==> src/hw/rtl/tdvg_pkg.sv <==
// Shared types and constants of the teleop deadman velocity gate.
`default_nettype none

package tdvg_pkg;

	localparam int AXIS_W   = 16;
	localparam int CMD_W    = 17;
	localparam int GAIN_W   = 16;
	localparam int DZ_W     = 15;
	localparam int TICK_W   = 16;
	localparam int BIT_W    = 3;
	localparam int BTN_W    = 8;
	localparam int QUO_W    = 16;
	localparam int REM_W    = 17;
	localparam int PROD_W   = GAIN_W + QUO_W;
	localparam int FRAC_W   = 15;
	localparam int DIV_STEPS = QUO_W;
	localparam int CNT_W    = $clog2(DIV_STEPS);
	localparam int ADDR_W   = 5;
	localparam int DATA_W   = 32;

	// One in Q0.15, and the wrap point for the magnitude of a negative axis
	localparam logic [REM_W-1:0] FULL_SCALE = 17'h08000;
	localparam logic [REM_W-1:0] WRAP       = 17'h10000;

	// Register indexes (word address)
	localparam logic [2:0] REG_DEADMAN_BIT    = 3'd0;
	localparam logic [2:0] REG_TURBO_BIT      = 3'd1;
	localparam logic [2:0] REG_LINEAR_GAIN    = 3'd2;
	localparam logic [2:0] REG_ANGULAR_GAIN   = 3'd3;
	localparam logic [2:0] REG_TURBO_LIN_GAIN = 3'd4;
	localparam logic [2:0] REG_TURBO_ANG_GAIN = 3'd5;
	localparam logic [2:0] REG_DEAD_BAND      = 3'd6;
	localparam logic [2:0] REG_TIMEOUT_TICKS  = 3'd7;

	typedef enum logic [1:0] {
		CAUSE_DRIVE   = 2'd0,
		CAUSE_DEADMAN = 2'd1,
		CAUSE_BAD     = 2'd2,
		CAUSE_TIMEOUT = 2'd3
	} cause_t;

	typedef enum logic [2:0] {
		ST_IDLE,
		ST_EVAL,
		ST_PREP,
		ST_DIV,
		ST_MUL,
		ST_STORE,
		ST_STOP,
		ST_EMIT
	} state_t;

	typedef struct packed {
		logic [BIT_W-1:0]  deadman_bit;
		logic [BIT_W-1:0]  turbo_bit;
		logic [GAIN_W-1:0] linear_gain;
		logic [GAIN_W-1:0] angular_gain;
		logic [GAIN_W-1:0] turbo_linear_gain;
		logic [GAIN_W-1:0] turbo_angular_gain;
		logic [DZ_W-1:0]   dead_band;
		logic [TICK_W-1:0] timeout_ticks;
	} cfg_t;

	typedef struct packed {
		logic   load;
		logic   idle_clr;
		logic   idle_inc;
		logic   prep;
		logic   div_step;
		logic   mul;
		logic   store;
		logic   axis;
		logic   emit;
		cause_t cause;
	} dp_cmd_t;

	typedef struct packed {
		logic func;
		logic msg_bad;
		logic deadman;
		logic timeout_hit;
	} dp_stat_t;

endpackage

`default_nettype wire

==> src/hw/rtl/tdvg_if.sv <==
// Input and result channel interfaces of the velocity gate.
`default_nettype none

interface tdvg_in_if;
	logic              valid;
	logic              ready;
	logic              func;
	logic [7:0]        buttons;
	logic signed [15:0] stick_ly;
	logic signed [15:0] stick_lx;
	logic              msg_bad;

	modport source (output valid, func, buttons, stick_ly, stick_lx, msg_bad, input ready);
	modport sink (input valid, func, buttons, stick_ly, stick_lx, msg_bad, output ready);
endinterface

interface tdvg_out_if;
	logic               valid;
	logic               ready;
	logic signed [16:0] linear_cmd;
	logic signed [16:0] angular_cmd;
	logic [1:0]         cause;

	modport source (output valid, linear_cmd, angular_cmd, cause, input ready);
	modport sink (input valid, linear_cmd, angular_cmd, cause, output ready);
endinterface

`default_nettype wire

==> src/hw/rtl/tdvg_regs.sv <==
// APB configuration register file of the velocity gate.
`default_nettype none

module tdvg_regs
	import tdvg_pkg::*;
(
	input  wire logic              clk,
	input  wire logic              arst_n,
	input  wire logic              psel,
	input  wire logic              penable,
	input  wire logic              pwrite,
	input  wire logic [ADDR_W-1:0] paddr,
	input  wire logic [DATA_W-1:0] pwdata,
	output      logic [DATA_W-1:0] prdata,
	output      logic              pready,
	output      cfg_t              cfg
);

	cfg_t       cfg_q;
	logic       wr_en;
	logic [2:0] idx;

	assign pready = 1'b1;
	assign wr_en  = psel && penable && pwrite;
	assign idx    = paddr[ADDR_W-1:2];
	assign cfg    = cfg_q;

	always_ff @(posedge clk or negedge arst_n) begin
		if (!arst_n) begin
			cfg_q.deadman_bit        <= 3'd0;
			cfg_q.turbo_bit          <= 3'd1;
			cfg_q.linear_gain        <= 16'd205;
			cfg_q.angular_gain       <= 16'd1229;
			cfg_q.turbo_linear_gain  <= 16'd410;
			cfg_q.turbo_angular_gain <= 16'd2458;
			cfg_q.dead_band          <= 15'd3277;
			cfg_q.timeout_ticks      <= 16'd5;
		end else if (wr_en) begin
			unique case (idx)
				REG_DEADMAN_BIT:    cfg_q.deadman_bit        <= pwdata[BIT_W-1:0];
				REG_TURBO_BIT:      cfg_q.turbo_bit          <= pwdata[BIT_W-1:0];
				REG_LINEAR_GAIN:    cfg_q.linear_gain        <= pwdata[GAIN_W-1:0];
				REG_ANGULAR_GAIN:   cfg_q.angular_gain       <= pwdata[GAIN_W-1:0];
				REG_TURBO_LIN_GAIN: cfg_q.turbo_linear_gain  <= pwdata[GAIN_W-1:0];
				REG_TURBO_ANG_GAIN: cfg_q.turbo_angular_gain <= pwdata[GAIN_W-1:0];
				REG_DEAD_BAND:      cfg_q.dead_band          <= pwdata[DZ_W-1:0];
				REG_TIMEOUT_TICKS:  cfg_q.timeout_ticks      <= pwdata[TICK_W-1:0];
				default: ;
			endcase
		end
	end

	always_comb begin
		unique case (idx)
			REG_DEADMAN_BIT:    prdata = DATA_W'(cfg_q.deadman_bit);
			REG_TURBO_BIT:      prdata = DATA_W'(cfg_q.turbo_bit);
			REG_LINEAR_GAIN:    prdata = DATA_W'(cfg_q.linear_gain);
			REG_ANGULAR_GAIN:   prdata = DATA_W'(cfg_q.angular_gain);
			REG_TURBO_LIN_GAIN: prdata = DATA_W'(cfg_q.turbo_linear_gain);
			REG_TURBO_ANG_GAIN: prdata = DATA_W'(cfg_q.turbo_angular_gain);
			REG_DEAD_BAND:      prdata = DATA_W'(cfg_q.dead_band);
			REG_TIMEOUT_TICKS:  prdata = DATA_W'(cfg_q.timeout_ticks);
			default:            prdata = '0;
		endcase
	end

endmodule

`default_nettype wire

==> src/hw/rtl/tdvg_dp.sv <==
// Datapath: input word, idle counter, serial divider, shared multiplier, result register.
`default_nettype none

module tdvg_dp
	import tdvg_pkg::*;
(
	input  wire logic               clk,
	input  wire logic               arst_n,
	input  wire cfg_t               cfg,
	input  wire dp_cmd_t            cmd,
	output      dp_stat_t           stat,
	input  wire logic               in_func,
	input  wire logic [BTN_W-1:0]   in_buttons,
	input  wire logic [AXIS_W-1:0]  in_stick_ly,
	input  wire logic [AXIS_W-1:0]  in_stick_lx,
	input  wire logic               in_msg_bad,
	output      logic [CMD_W-1:0]   out_linear,
	output      logic [CMD_W-1:0]   out_angular,
	output      cause_t             out_cause
);

	logic               func_q, bad_q, deadman_q;
	logic [AXIS_W-1:0]  ly_q, lx_q;
	logic [GAIN_W-1:0]  gain_lin_q, gain_ang_q;
	logic [TICK_W-1:0]  idle_q;
	logic [REM_W-1:0]   rem_q;
	logic [QUO_W-1:0]   den_q;
	logic [QUO_W-1:0]   quo_q;
	logic               neg_q;
	logic [PROD_W-1:0]  prod_q;
	logic [CMD_W-1:0]   lin_q, ang_q;
	logic [CMD_W-1:0]   out_lin_q, out_ang_q;
	cause_t             out_cause_q;

	logic               turbo;
	logic [TICK_W-1:0]  idle_next;
	logic [AXIS_W-1:0]  axis_v;
	logic [REM_W-1:0]   mag, dz;
	logic [REM_W-1:0]   rem_diff;
	logic               rem_ge;
	logic [CMD_W-1:0]   cmd_mag, cmd_signed;

	assign turbo     = in_buttons[cfg.turbo_bit];
	assign idle_next = (idle_q == {TICK_W{1'b1}}) ? idle_q : idle_q + 1'b1;

	assign stat.func        = func_q;
	assign stat.msg_bad     = bad_q;
	assign stat.deadman     = deadman_q;
	assign stat.timeout_hit = idle_next > cfg.timeout_ticks;

	// magnitude of the selected axis; the most negative code maps to full scale
	assign axis_v = cmd.axis ? lx_q : ly_q;
	assign mag    = axis_v[AXIS_W-1] ? WRAP - {1'b0, axis_v} : {1'b0, axis_v};
	assign dz     = {{(REM_W-DZ_W){1'b0}}, cfg.dead_band};

	// one restoring step; remainder stays below twice the divisor
	assign rem_ge   = rem_q >= {1'b0, den_q};
	assign rem_diff = rem_ge ? rem_q - {1'b0, den_q} : rem_q;

	assign cmd_mag    = prod_q[PROD_W-1:FRAC_W];
	assign cmd_signed = neg_q ? CMD_W'(~cmd_mag + 1'b1) : cmd_mag;

	assign out_linear  = out_lin_q;
	assign out_angular = out_ang_q;
	assign out_cause   = out_cause_q;

	always_ff @(posedge clk or negedge arst_n) begin
		if (!arst_n) begin
			idle_q <= '0;
		end else if (cmd.idle_clr) begin
			idle_q <= '0;
		end else if (cmd.idle_inc) begin
			idle_q <= idle_next;
		end
	end

	always_ff @(posedge clk) begin
		if (cmd.load) begin
			func_q     <= in_func;
			bad_q      <= in_msg_bad;
			deadman_q  <= in_buttons[cfg.deadman_bit];
			ly_q       <= in_stick_ly;
			lx_q       <= in_stick_lx;
			gain_lin_q <= turbo ? cfg.turbo_linear_gain : cfg.linear_gain;
			gain_ang_q <= turbo ? cfg.turbo_angular_gain : cfg.angular_gain;
		end
		if (cmd.prep) begin
			// inside the dead band the numerator is zero, so the quotient is zero
			rem_q <= (mag > dz) ? mag - dz : '0;
			den_q <= QUO_W'(FULL_SCALE - dz);
			neg_q <= axis_v[AXIS_W-1];
			quo_q <= '0;
		end
		if (cmd.div_step) begin
			// numerator never exceeds divisor, so the quotient tops out at full scale
			rem_q <= {rem_diff[REM_W-2:0], 1'b0};
			quo_q <= {quo_q[QUO_W-2:0], rem_ge};
		end
		if (cmd.mul) begin
			prod_q <= (cmd.axis ? gain_ang_q : gain_lin_q) * quo_q;
		end
		if (cmd.store) begin
			if (cmd.axis) begin
				ang_q <= cmd_signed;
			end else begin
				lin_q <= cmd_signed;
			end
		end
		if (cmd.emit) begin
			out_lin_q   <= (cmd.cause == CAUSE_DRIVE) ? lin_q : '0;
			out_ang_q   <= (cmd.cause == CAUSE_DRIVE) ? ang_q : '0;
			out_cause_q <= cmd.cause;
		end
	end

endmodule

`default_nettype wire

==> src/hw/rtl/tdvg_ctrl.sv <==
// Controller: sequences each word and keeps the deadman and watchdog flags.
`default_nettype none

module tdvg_ctrl
	import tdvg_pkg::*;
(
	input  wire logic     clk,
	input  wire logic     arst_n,
	input  wire logic     in_valid,
	output      logic     in_ready,
	output      logic     out_valid,
	input  wire logic     out_ready,
	input  wire dp_stat_t stat,
	output      dp_cmd_t  cmd
);

	state_t           state_q, state_d;
	logic             axis_q;
	logic [CNT_W-1:0] cnt_q;
	cause_t           cause_q;
	logic             seen_q, latched_q, driving_q;
	logic             out_valid_q;
	logic             out_free;
	logic             tick_live;

	assign in_ready  = (state_q == ST_IDLE);
	assign out_valid = out_valid_q;
	assign out_free  = !out_valid_q || out_ready;
	assign tick_live = seen_q && !latched_q;

	always_comb begin
		state_d = state_q;
		unique case (state_q)
			ST_IDLE:  if (in_valid) state_d = ST_EVAL;
			ST_EVAL: begin
				if (stat.func) begin
					state_d = (tick_live && stat.timeout_hit) ? ST_STOP : ST_IDLE;
				end else if (stat.msg_bad) begin
					state_d = ST_STOP;
				end else if (!stat.deadman) begin
					state_d = driving_q ? ST_STOP : ST_IDLE;
				end else begin
					state_d = ST_PREP;
				end
			end
			ST_PREP:  state_d = ST_DIV;
			ST_DIV:   if (cnt_q == '0) state_d = ST_MUL;
			ST_MUL:   state_d = ST_STORE;
			ST_STORE: state_d = axis_q ? ST_EMIT : ST_PREP;
			ST_STOP:  if (out_free) state_d = ST_IDLE;
			ST_EMIT:  if (out_free) state_d = ST_IDLE;
			default:  state_d = ST_IDLE;
		endcase
	end

	always_comb begin
		cmd          = '0;
		cmd.axis     = axis_q;
		cmd.cause    = CAUSE_DRIVE;
		cmd.load     = (state_q == ST_IDLE) && in_valid;
		cmd.idle_clr = (state_q == ST_EVAL) && !stat.func;
		cmd.idle_inc = (state_q == ST_EVAL) && stat.func && tick_live;
		cmd.prep     = (state_q == ST_PREP);
		cmd.div_step = (state_q == ST_DIV);
		cmd.mul      = (state_q == ST_MUL);
		cmd.store    = (state_q == ST_STORE);
		if (state_q == ST_STOP) begin
			cmd.emit  = out_free;
			cmd.cause = cause_q;
		end else if (state_q == ST_EMIT) begin
			cmd.emit  = out_free;
		end
	end

	always_ff @(posedge clk or negedge arst_n) begin
		if (!arst_n) begin
			state_q     <= ST_IDLE;
			axis_q      <= 1'b0;
			cnt_q       <= '0;
			cause_q     <= CAUSE_DRIVE;
			seen_q      <= 1'b0;
			latched_q   <= 1'b0;
			driving_q   <= 1'b0;
			out_valid_q <= 1'b0;
		end else begin
			state_q <= state_d;
			if (cmd.emit) begin
				out_valid_q <= 1'b1;
			end else if (out_ready) begin
				out_valid_q <= 1'b0;
			end
			unique case (state_q)
				ST_EVAL: begin
					axis_q <= 1'b0;
					if (stat.func) begin
						if (tick_live && stat.timeout_hit) begin
							latched_q <= 1'b1;
							cause_q   <= CAUSE_TIMEOUT;
						end
					end else begin
						seen_q    <= 1'b1;
						latched_q <= 1'b0;
						cause_q   <= stat.msg_bad ? CAUSE_BAD : CAUSE_DEADMAN;
					end
				end
				ST_PREP:  cnt_q <= CNT_W'(DIV_STEPS - 1);
				ST_DIV:   cnt_q <= cnt_q - 1'b1;
				ST_STORE: axis_q <= 1'b1;
				ST_STOP:  if (out_free) driving_q <= 1'b0;
				ST_EMIT:  if (out_free) driving_q <= 1'b1;
				default: ;
			endcase
		end
	end

endmodule

`default_nettype wire

==> src/hw/rtl/teleop_deadman_velocity_gate.sv <==
// Top level of the teleop deadman velocity gate.
//
// in_ch carries one word per gamepad sample (func = 0) or watchdog tick
// (func = 1). out_ch carries zero or one velocity word per input word:
// a drive command (cause 0) or a stop (cause 1 deadman released, 2 bad
// sample, 3 timeout) with both commands zero. The APB port holds the eight
// configuration registers at byte addresses 0x00..0x1C; write only while idle.
//
// A stop passes the EVAL and STOP states before it is valid on out_ch;
// a drive word passes EVAL, then PREP, DIV, MUL and STORE once per stick
// axis, set by the 16-step serial divider and the single multiplier, and
// then EMIT; a word that gives no result goes from EVAL back to IDLE. One
// word is in work at a time; in_ch.ready is high only while the controller
// waits for a word.
// The result register lets the next word be accepted while a result waits;
// if out_ch stalls, the next result holds in the controller until it drains.
// Reset clears the watchdog count, the flags and out_ch.valid, and loads
// the registers with their defaults.
`default_nettype none

module teleop_deadman_velocity_gate
	import tdvg_pkg::*;
(
	input  wire logic              clk,
	input  wire logic              arst_n,
	input  wire logic              psel,
	input  wire logic              penable,
	input  wire logic              pwrite,
	input  wire logic [ADDR_W-1:0] paddr,
	input  wire logic [DATA_W-1:0] pwdata,
	output      logic [DATA_W-1:0] prdata,
	output      logic              pready,
	tdvg_in_if.sink                in_ch,
	tdvg_out_if.source             out_ch
);

	cfg_t             cfg;
	dp_cmd_t          cmd;
	dp_stat_t         stat;
	logic [CMD_W-1:0] lin_cmd, ang_cmd;
	cause_t           cause;

	tdvg_regs u_regs (
		.clk     (clk),
		.arst_n  (arst_n),
		.psel    (psel),
		.penable (penable),
		.pwrite  (pwrite),
		.paddr   (paddr),
		.pwdata  (pwdata),
		.prdata  (prdata),
		.pready  (pready),
		.cfg     (cfg)
	);

	// sequence each word and own the handshakes
	tdvg_ctrl u_ctrl (
		.clk       (clk),
		.arst_n    (arst_n),
		.in_valid  (in_ch.valid),
		.in_ready  (in_ch.ready),
		.out_valid (out_ch.valid),
		.out_ready (out_ch.ready),
		.stat      (stat),
		.cmd       (cmd)
	);

	// deadzone removal, rescale and gain for both axes
	tdvg_dp u_dp (
		.clk         (clk),
		.arst_n      (arst_n),
		.cfg         (cfg),
		.cmd         (cmd),
		.stat        (stat),
		.in_func     (in_ch.func),
		.in_buttons  (in_ch.buttons),
		.in_stick_ly (in_ch.stick_ly),
		.in_stick_lx (in_ch.stick_lx),
		.in_msg_bad  (in_ch.msg_bad),
		.out_linear  (lin_cmd),
		.out_angular (ang_cmd),
		.out_cause   (cause)
	);

	assign out_ch.linear_cmd  = lin_cmd;
	assign out_ch.angular_cmd = ang_cmd;
	assign out_ch.cause       = cause;

endmodule

`default_nettype wire
==> src/flat_wrapper.sv <==
// flat-port wrapper written by rule: the top's interface ports become plain ports
module teleop_deadman_velocity_gate_flat import tdvg_pkg::*;
  (clk, arst_n, psel, penable, pwrite, paddr, pwdata, prdata, pready, in_ch_valid, in_ch_func, in_ch_buttons, in_ch_stick_ly, in_ch_stick_lx, in_ch_msg_bad, in_ch_ready, out_ch_valid, out_ch_linear_cmd, out_ch_angular_cmd, out_ch_cause, out_ch_ready);
  tdvg_in_if in_ch_i ();
  tdvg_out_if out_ch_i ();
  input  wire logic clk;
  input  wire logic arst_n;
  input  wire logic psel;
  input  wire logic penable;
  input  wire logic pwrite;
  input  wire logic [ADDR_W-1:0] paddr;
  input  wire logic [DATA_W-1:0] pwdata;
  output      logic [DATA_W-1:0] prdata;
  output      logic pready;
  input wire logic [$bits(in_ch_i.valid)-1:0] in_ch_valid;
  input wire logic [$bits(in_ch_i.func)-1:0] in_ch_func;
  input wire logic [$bits(in_ch_i.buttons)-1:0] in_ch_buttons;
  input wire logic [$bits(in_ch_i.stick_ly)-1:0] in_ch_stick_ly;
  input wire logic [$bits(in_ch_i.stick_lx)-1:0] in_ch_stick_lx;
  input wire logic [$bits(in_ch_i.msg_bad)-1:0] in_ch_msg_bad;
  output wire logic [$bits(in_ch_i.ready)-1:0] in_ch_ready;
  output wire logic [$bits(out_ch_i.valid)-1:0] out_ch_valid;
  output wire logic [$bits(out_ch_i.linear_cmd)-1:0] out_ch_linear_cmd;
  output wire logic [$bits(out_ch_i.angular_cmd)-1:0] out_ch_angular_cmd;
  output wire logic [$bits(out_ch_i.cause)-1:0] out_ch_cause;
  input wire logic [$bits(out_ch_i.ready)-1:0] out_ch_ready;
  assign in_ch_i.valid = in_ch_valid;
  assign in_ch_i.func = in_ch_func;
  assign in_ch_i.buttons = in_ch_buttons;
  assign in_ch_i.stick_ly = in_ch_stick_ly;
  assign in_ch_i.stick_lx = in_ch_stick_lx;
  assign in_ch_i.msg_bad = in_ch_msg_bad;
  assign in_ch_ready = in_ch_i.ready;
  assign out_ch_valid = out_ch_i.valid;
  assign out_ch_linear_cmd = out_ch_i.linear_cmd;
  assign out_ch_angular_cmd = out_ch_i.angular_cmd;
  assign out_ch_cause = out_ch_i.cause;
  assign out_ch_i.ready = out_ch_ready;
  teleop_deadman_velocity_gate u_core (.clk(clk), .arst_n(arst_n), .psel(psel), .penable(penable), .pwrite(pwrite), .paddr(paddr), .pwdata(pwdata), .prdata(prdata), .pready(pready), .in_ch(in_ch_i), .out_ch(out_ch_i));
endmodule
==> config.mk <==
export PLATFORM = sky130hd
export DESIGN_NAME = teleop_deadman_velocity_gate_flat
export DESIGN_NICKNAME = d
export VERILOG_FILES = /design/src/hw/rtl/tdvg_pkg.sv /design/src/hw/rtl/tdvg_if.sv /design/src/hw/rtl/tdvg_regs.sv /design/src/hw/rtl/tdvg_dp.sv /design/src/hw/rtl/tdvg_ctrl.sv /design/src/hw/rtl/teleop_deadman_velocity_gate.sv /design/src/flat_wrapper.sv
export SDC_FILE = /design/constraint.sdc
export NUM_CORES = 1
export LEC_CHECK = 0
export BUFFER_PORTS_ARGS = -buffer_cell sky130_fd_sc_hd__buf_2
export CORE_MARGIN = 4
export CORE_UTILIZATION = 56
export DETAILED_ROUTE_END_ITERATION = 12
export PLACE_DENSITY = 0.71
export SLEW_MARGIN = 20
export SYNTH_ARGS = -nofsm -noshare
export SYNTH_HDL_FRONTEND = slang
export SYNTH_SLANG_ARGS = --single-unit
==> constraint.sdc <==
create_clock -name clk -period 8.6 [get_ports clk]
set_clock_uncertainty 0.1 [all_clocks]
set_input_delay 0.43 -clock clk [delete_from_list [all_inputs] [get_ports clk]]
set_output_delay 0.43 -clock clk [all_outputs]
set_load 0.02 [all_outputs]
# After elaboration in Yosys (flattened, before gate mapping)
# Index checks and enable logic that the tools add are counted.
[totals]
regBits = 350
latch_bits = 0
ramBits = 0
rom_bits = 0
inputBits = 86
elab_cells = 153
n_memories = 0
[classes]
add_sub_neg = 7
multipliers = 1
div_mod_pow = 0
magnitude_cmp = 5
eq_ne = 21
n_shift = 0
n_mux = 45
bitwise_logic = 3
reduce_logical = 36
[op_table]
columns = ["operator", "n"]
rows = [
  ["one-hot mux 32 bit (8 select lines)", 1],
  ["2-to-1 mux 16 bit", 10],
  ["2-to-1 mux 17 bit", 5],
  ["multiplier 16 x 16 -> 32 bit", 1],
  ["2-to-1 mux 3 bit", 9],
  ["== test 3 bit (second input constant)", 8],
  ["AND reduction 2 bit", 12],
  ["one-hot mux 3 bit (7 select lines)", 1],
  ["adder 17 x 1 -> 17 bit (second input constant)", 1],
  ["greater-or-equal comparator 17 x 16 -> 1 bit", 1],
  ["> comparator 17 x 15 -> 1 bit", 1],
  ["NOT 17 bit", 1],
  ["subtractor 17 x 15 -> 17 bit", 1],
  ["subtractor 17 x 16 -> 17 bit (first input constant)", 1],
  ["adder 16 x 1 -> 16 bit (second input constant)", 1],
  ["== test 16 bit (second input constant)", 1],
  ["> comparator 16 bit", 1],
  ["subtractor 16 x 15 -> 16 bit (first input constant)", 1],
  ["subtractor 16 bit", 1],
  ["== test 3 x 2 -> 1 bit (second input constant)", 4],
  ["2-to-1 mux 1 bit", 10],
  ["nonzero test 2 bit", 5],
  ["logical AND 1 bit", 8],
  ["< comparator 3 x 4 -> 1 bit (second input constant)", 2],
  ["other kinds (16)", 31],
]

# Logic depth before layout (Yosys ltp)
# Gate-level depths: netlist of run 1.
[depth]
depth_word = 7
depth_mapped = 27
depth_no_buf = 23

# Hierarchy
# Synthesis of run 1 repeated with hierarchy kept, for this count alone.
[hier_totals]
hier_cells = 2227
hier_area_um2 = 25147.9
[modules_own_cells]
columns = ["module", "n_inst", "cells_each", "area_per_inst_um2"]
rows = [
  ["tdvg_dp", 1, 1804, 19447.4],
  ["tdvg_regs", 1, 333, 4865.9],
  ["tdvg_ctrl", 1, 90, 834.6],
]

# Worst setup path after synthesis of run 1
# OpenSTA, ideal clock, no wires.
[synth_path]
path_kind = "register to register"
startpoint = "register u_core.u_ctrl.axis_q"
endpoint = "register u_core.u_dp.prod_q[29] (data pin)"
setup_ps = 258
arrival_time_ps = 6940
required_time_ps = 8242
slack_ps = 1302
stages_incl_launch_ff = 28
path_buffers = 5
period_less_slack_ps = 7298
cell_sequence = "dfrtp_1 buf_4 buf_2 buf_1 clkbuf_1 mux2_2 clkbuf_1 nand2_1 fa_1 inv_1 fa_1 inv_1 fa_1 inv_1 fa_1 fa_1 inv_1 fa_1 inv_1 ha_1 nand2_1 a2111oi_0 o41ai_1 a31oi_1 nor2_1 o31ai_1 o22ai_1 xnor2_1"
[synth_between]
elab_chain_cells = 2
[synth_rtl]
columns = ["item", "line_no", "text"]
rows = [
  ["from (decl)", "tdvg_ctrl.sv:18", "logic axis_q;"],
  ["from (signal assigned)", "tdvg_ctrl.sv:78", "axis_q <= 1'b0;"],
  ["from (signal assigned)", "tdvg_ctrl.sv:94", "axis_q <= 1'b0;"],
  ["from (signal assigned)", "tdvg_ctrl.sv:108", "ST_STORE: axis_q <= 1'b1;"],
  ["2-to-1 mux 16 bit", "tdvg_dp.sv:100", "prod_q <= (cmd.axis ? gain_ang_q : gain_lin_q) * quo_q;"],
  ["multiplier 16 x 16 -> 32 bit", "tdvg_dp.sv:100", ""],
  ["to (signal assigned)", "tdvg_dp.sv:100", ""],
  ["to (decl)", "tdvg_dp.sv:30", "logic [PROD_W-1:0] prod_q;"],
]
# No other way between the ends.
# A chain may end at the register's enable or synchronous reset.

# Worst setup path in the final report of run 1
[layout_path]
startpoint = "register u_core.u_ctrl.axis_q"
endpoint = "register u_core.u_dp.prod_q[31] (data pin)"
# Same word-level chain as after synthesis.

==> flow_metrics.tcl, run 1 <==
set metrics [dict create \
    status "finished clean" \
    tightestPinTransition_ps 1130 \
    ys_ff_latch 335 \
    timing.critical_path.from "u_core.u_ctrl.axis_q$_DFFE_PN0P_" \
    cts.htree.levels 2 \
    final_nets 2884 \
    setup_violations 0 \
    post_synth_instance_area_sq_um 25100 \
    path_common_cell "fa_1" \
    die_x_um 220 \
    seq_area_frac_synth 0.376 \
    synth-edff-count 203 \
    drc 0 \
    initial_core_util 0.567 \
    core-area_sq_um 44300 \
    vias 17600 \
    grt_pass1_wl_um 96400 \
    slowest_stage "dfrtp_2" \
    synth-async-reset-ratio 0.391 \
    cts_root_buf "clkbuf_16" \
    finalHoldViolations 0 \
    worstSetupPathType "reg -> reg" \
    drive_above_1_share 0.156 \
    worstPathRequired_ps 8800 \
    highest_layer "met4" \
    die_h_um 220 \
    io_buffers 121 \
    drt_wl_total_um 59700 \
    period_share 0.869 \
    totalNegativeSetupSlack_ps 0 \
    cp_max_fo 42 \
    synth_top_cell_by_area "edfxtp_1" \
    cts_setup_buffers 0 \
    grtUsageTotal 0.252 \
    slew_viol_final 0 \
    grt_max_degree 68 \
    fill_cells 3562 \
    ys.flop_type "edfxtp_1" \
    synthTopCellsByArea "edfxtp_1 24%, fa_1 16%, dfrtp_1 9.9%" \
    ys_warn_count 0 \
    grt_pass1_vias 18200 \
    wire_per_inst_um 19.4 \
    route.met3.wl_um 3520 \
    wl_met2_um 29700 \
    cts_buffers 38 \
    endpoint_kind "flip-flop" \
    maxCapViolCount 0 \
    cp_cell_sequence "buf_4, mux2_2, and2_1, fa_1, ha_1, inv_1, fa_1, fa_1, inv_1, fa_1, inv_1, fa_1, inv_1, ha_1, nand4_1, a2111oi_0, o41ai_1, a31oi_1, nor2_1, o311ai_1, a31oi_1, xnor2_1" \
    synth_top_area_frac 0.243 \
    timing.rr.start "u_core.u_ctrl.axis_q$_DFFE_PN0P_" \
    cpPeakStageDelay_ps 570 \
    wl_met1_um 24200 \
    avgSynthCellArea_sq_um 10.7 \
    clock.fmax_ghz 0.134 \
    cts_sinks 335 \
    grt_overflow 0 \
    synth.distinct_cells 81 \
    hold_start "pwdata[15]" \
    slew-limit-headroom 0.243 \
    cts_tree "built" \
    dieArea_sq_um 48300 \
    path_clk_slew_ps 60 \
    io_pins 157 \
    clk_path_buf_depth 3 \
    min_path_type "in -> reg" \
    gp_congestion 0.891 \
    insertion_delay_ps 580 \
    grt_antenna_before_repair 1 \
    layout_min_cycle_time_ps 7470 \
    floorplan.rows 77 \
    grt_setup_unrepaired "no" \
    syn_inst 2339 \
    worst_ep_arrival_time_ps 7670 \
    syn2layout_area_growth_pct 10.7 \
    dp_hpwl_um 42900 \
    drtIter0Drc 1136 \
    cp-start-kind "flip-flop" \
    antenna_left 0 \
    firstDrtPassIters 6 \
    cts-resized-gates 0 \
    vias_per_cell 5.73 \
]
## Yosys cell counts (9+ instances only)
master	instances
o21ai_0	94
a21o_1	18
mux2_2	130
ha_1	153
mux2i_1	33
or3_1	14
nand3_1	25
a22o_1	17
a21oi_1	44
o21a_1	15
dfrtp_1	99
nand4_1	17
a31oi_1	15
nor2_1	87
o31ai_1	12
and3_1	24
nand2_1	255
mux4_2	11
clkbuf_1	88
nor2b_1	17
nor4_1	9
and2_1	158
xnor2_1	65
fa_1	195
xor2_1	21
dfstp_2	32
inv_1	297
edfxtp_1	203
nand2b_1	21
nor3_1	21
buf_4	18
o211ai_1	21
## final timing paths
| path | to | slack (ps) | depth (start not counted) |
|---|---|---|---|
| min | u_core.u_regs.cfg[15]$_DFFE_PN0P_ | 50 | 3 |
| max | u_core.u_dp.prod_q[31]$_DFFE_PP_ | 1130 | 22 |
| max reg2reg | u_core.u_dp.prod_q[31]$_DFFE_PP_ | 1130 | 22 |
| max in group asynchronous | u_core.u_ctrl.axis_q$_DFFE_PN0P_ | 6560 | 3 |
| min reg2reg | u_core.u_ctrl.seen_q$_DFFE_PN0P_ | 390 | 1 |
| min in group asynchronous | u_core.u_dp.idle_q[0]$_DFFE_PN0P_ | 400 | 2 |
## registers in the layout, indices dropped and copies added, names as in the netlist, 16 cells and up
name	cells
u_core.u_dp.out_linear	17
u_core.u_dp.idle_q	16
u_core.u_dp.rem_q	17
u_core.u_dp.den_q	16
u_core.u_dp.prod_q	17
u_core.u_dp.lx_q	16
u_core.u_dp.out_angular	17
u_core.u_dp.ang_q	17
u_core.u_dp.gain_ang_q	16
u_core.u_regs.cfg	101
u_core.u_dp.gain_lin_q	16
u_core.u_dp.ly_q	16
u_core.u_dp.lin_q	17
u_core.u_dp.quo_q	16
## cells in the final DEF (no fill, tap or decap), types with 14 or more instances in the layout
cell | Yosys | routed
o21ai_0 | 94 | 94
xor2_1 | 21 | 21
dfstp_2 | 32 | 32
or3_1 | 14 | 14
nor2_1 | 87 | 82
nand2b_1 | 21 | 21
dfrtp_1 | 99 | 98
ha_1 | 153 | 153
mux2_2 | 130 | 130
xnor2_1 | 65 | 65
inv_1 | 297 | 297
dlygate4sd3_1 | 0 | 35
nor2b_1 | 17 | 16
fa_1 | 195 | 195
o211ai_1 | 21 | 21
a21o_1 | 18 | 18
edfxtp_1 | 203 | 203
nand3_1 | 25 | 25
a31oi_1 | 15 | 15
o21a_1 | 15 | 15
buf_2 | 1 | 119
nand2_1 | 255 | 255
clkbuf_16 | 0 | 39
nand4_1 | 17 | 17
nor3_1 | 21 | 21
a21oi_1 | 44 | 44
and3_1 | 24 | 24
mux2i_1 | 33 | 32
conb_1 | 2 | 17
and2_1 | 158 | 157
a22o_1 | 17 | 17
## what timing repair did
item                       in CTS  in global routing
hold buffers                   35                  0
hold endpoints to repair       92                  0
setup endpoints to repair       0                  0
## cells by family after synthesis
family                   Yosys count  synth area share
AO/OA/AOI/OAI                    306            0.0815
XOR/XNOR                          86            0.0300
adder cells (fa/ha/maj)          348             0.232
buffers and inverters            410            0.0642
flip-flops                       335             0.376
multiplexers                     174            0.0813
other                              2          0.000299
AND/OR/NAND/NOR                  678             0.135
## cell type report
type,instances,area (sq um),area share
Antenna cell,1,2.50,0.0000900
Clock buffer,52,1040,0.0376
Clock inverter,18,238,0.00855
Inverter,299,1130,0.0405
Multi-Input combinational cell,1609,14200,0.510
Sequential cell,335,9440,0.339
Tap cell,592,741,0.0266
Timing Repair Buffer,167,1040,0.0375
## stage by stage
stage                     std cells  setup slack [ps]  utilization  hold slack, ps  area (sq um)
after floorplan                2354              1300            -            34.4         25200
after global routing           3072               692        0.627            54.9         27800
final                          3073              1130        0.627            47.1         27800
after CTS                      3072              1060        0.627            7.54         27800
after detailed placement       2967              1110        0.590             370         26200
after global placement         2967              1140        0.590             343         26200
## worst max-delay path, delay by kind of cell, from the launching register on
family / cells / cell delay, ps
fa+ha+maj: 7 / 2910
compound gates: 5 / 1620
buf+inv: 5 / 700
flops: 1 / 570
mux: 1 / 570
simple gates: 3 / 570
xor+xnor: 1 / 160
## routing by layer
layer  up-vias  track usage
met5         -            0
met4         0       0.0946
met3       132       0.0371
met2       533        0.434
met1      8828        0.326
li1       8113            -
Power of run 1 is not shown: default switching activity piles up to over one toggle a cycle in this logic, so the estimate is an artifact.
==> inputs of run 2 (changes only) <==
Settings changed: ABC_AREA set to 1, TNS_END_PERCENT set to 10.
==> run 2 against run 1 <==
  * Non-clock buffer count rose by 6
  * Via count rose by 19%
  * Hold slack got worse by 24 ps
  * Critical path type unchanged
  * Largest cell class unchanged
==> flow_metrics.tcl, run 2 <==
set metrics [dict create \
    status "finished clean" \
    grt_antenna_before_repair 0 \
    cts_buffers 37 \
    grt_pass1_vias 21400 \
    layout_min_cycle_time_ps 7470 \
    cts_setup_buffers 0 \
    final_common_cell "nand2_1" \
    grt_overflow 0 \
    utilization 0.628 \
    seq_area_frac_synth 0.362 \
    synth.distinct_cells 60 \
    firstDrtPassIters 6 \
    grtUsageTotal 0.278 \
    io_pins 157 \
    finalHoldViolations 0 \
    cp_max_fo 25 \
    cts.htree.levels 2 \
    dieArea_sq_um 50000 \
    syn_inst 3084 \
    synth_top_area_frac 0.234 \
    wire_per_inst_um 18.0 \
    clk_path_buf_depth 3 \
    mostFrequentLayoutCells "669 x nand2_1, 604 x inv_1, 292 x nor2_1, 208 x o21ai_0, 203 x edfxtp_1" \
    gp_congestion 0.976 \
    ys_warn_count 0 \
    synth_top_cell_by_area "edfxtp_1" \
    worstPathRequired_ps 8800 \
    grt_pass1_wl_um 112000 \
    slew-limit-headroom 0.250 \
    floorplan.rows 78 \
    cts_root_buf "clkbuf_16" \
    grt_max_degree 82 \
    yosysMostFrequentCell "nand2_1" \
    reg2regPathDepth 23 \
    path_clk_slew_ps 60 \
    diodes 0 \
    ys_ff_latch 335 \
    rr_endpoint "u_core.u_dp.prod_q[27]$_DFFE_PP_" \
    ys.flop_type "edfxtp_1" \
    core-area_sq_um 45700 \
    slew_viol_final 0 \
    hold_depth 3 \
    avgSynthCellArea_sq_um 8.45 \
    synth_common_cells "671 x nand2_1, 604 x inv_1, 296 x nor2_1" \
    endpoint_kind "flip-flop" \
    die_h_um 224 \
    cts_tree "built" \
    clock.fmax_ghz 0.134 \
    period_share 0.869 \
    post_synth_instance_area_sq_um 26000 \
    final_nets 3651 \
    initial_core_util 0.570 \
    totalNegativeSetupSlack_ps 0 \
    syn2layout_area_growth_pct 10.1 \
    worstSetupPathType "reg -> reg" \
    drc 0 \
    r2r_slack_ps 1130 \
    tightestPinTransition_ps 1120 \
    die_x_um 224 \
    drtIter0Drc 1672 \
    synth-async-reset-ratio 0.391 \
    synth-edff-count 203 \
    vias 21000 \
    grt_setup_unrepaired "no" \
    setup_violations 0 \
    timing.rr.start "u_core.u_ctrl.axis_q$_DFFE_PN0P_" \
    antenna_left 0 \
    holdPathEnd "u_core.u_regs.cfg[62]$_DFFE_PN0P_" \
    worst_ep_arrival_time_ps 7670 \
    cts_sinks 335 \
    synthTopCellsByArea "edfxtp_1 23%, fa_1 15%, nand2_1 9.7%" \
    maxCapViolCount 0 \
    fill_cells 3950 \
    dp_hpwl_um 52000 \
    hold_start "pwdata[15]" \
    min_path_type "in -> reg" \
    io_buffers 121 \
    cp-start-kind "flip-flop" \
    insertion_delay_ps 560 \
    largest_reg_flops 101 \
    drt_wl_total_um 69100 \
    drive_above_1_share 0.0958 \
    vias_per_cell 5.47 \
]
run 2: final cells by class:
cell class / instances / area (sq um) / area share
flip-flops and latches: 335 / 9440 / 0.329
clock buffers: 46 / 980 / 0.0341
repair buffers: 173 / 1090 / 0.0380
well taps: 600 / 751 / 0.0262
multi-input cells: 2046 / 13900 / 0.484
clock inverters: 21 / 209 / 0.00728
inverters: 624 / 2340 / 0.0816
run 2: worst max-delay path by stage:
stage / start / endpoint / slack, ps / cells after the start
2_1_floorplan: u_core.u_ctrl.axis_q$_DFFE_PN0P_ / u_core.u_dp.prod_q[30]$_DFFE_PP_ / 2540 / 29
3_3_place_gp: u_core.u_ctrl.axis_q$_DFFE_PN0P_ / u_core.u_dp.prod_q[30]$_DFFE_PP_ / 1200 / 24
3_5_place_dp: u_core.u_ctrl.axis_q$_DFFE_PN0P_ / u_core.u_dp.prod_q[30]$_DFFE_PP_ / 1190 / 24
4_1_cts: u_core.u_ctrl.axis_q$_DFFE_PN0P_ / u_core.u_dp.prod_q[27]$_DFFE_PP_ / 1160 / 23
5_1_grt: u_core.u_ctrl.axis_q$_DFFE_PN0P_ / u_core.u_dp.prod_q[30]$_DFFE_PP_ / 800 / 24
6_report: u_core.u_ctrl.axis_q$_DFFE_PN0P_ / u_core.u_dp.prod_q[27]$_DFFE_PP_ / 1130 / 23
run 2: per-stage QoR:
stage	hold WS (ps)	area, sq um	cells	worst slack [ps]
CTS	4.92	28700	3845	1160
finish	22.6	28700	3845	1130
global placement	334	27100	3743	1200
floorplan	34.4	26100	3099	2540
detailed placement	355	27100	3743	1190
global route	36.2	28700	3845	796
run 2: cell families after synthesis:
group / after synthesis / share of synthesized area
adders and majority gates: 348 / 0.223
and+or+nand+nor: 1206 / 0.193
DFF: 335 / 0.362
xor gates and xnor gates: 69 / 0.0232
AOI/OAI and AO/OA: 406 / 0.0891
buffers and inverters: 718 / 0.108
other: 2 / 0.000288
run 2: worst max-delay path: stages, from the launching register on:
cell,delay [ps]
dfrtp_2,600
inv_2,360
or2_2,380
nand2_1,370
clkinv_1,510
nand2_1,210
fa_1,460
fa_1,500
fa_1,560
inv_1,60
fa_1,450
fa_1,520
inv_1,60
fa_1,540
inv_1,70
ha_1,330
nand2_1,150
inv_1,60
a21oi_1,310
o21ai_0,210
a31oi_1,220
nand2_1,80
nand2_1,60
nand2_1,40
run 2: what timing repair did:
action / in CTS / in global routing
hold buffers: 35 / 0
endpoints found under the hold margin: 68 / 0
resized for setup: 0 / 0
run 2: routing by layer:
layer | wire, um | vias up | track usage
li1 | - | 9953 | -
met4 | 2330 | 0 | 0.0945
met3 | 4610 | 132 | 0.0384
met5 | 0 | - | 0
met2 | 34300 | 780 | 0.484
met1 | 27800 | 10200 | 0.360
Power of run 2 is left out for the same reason.
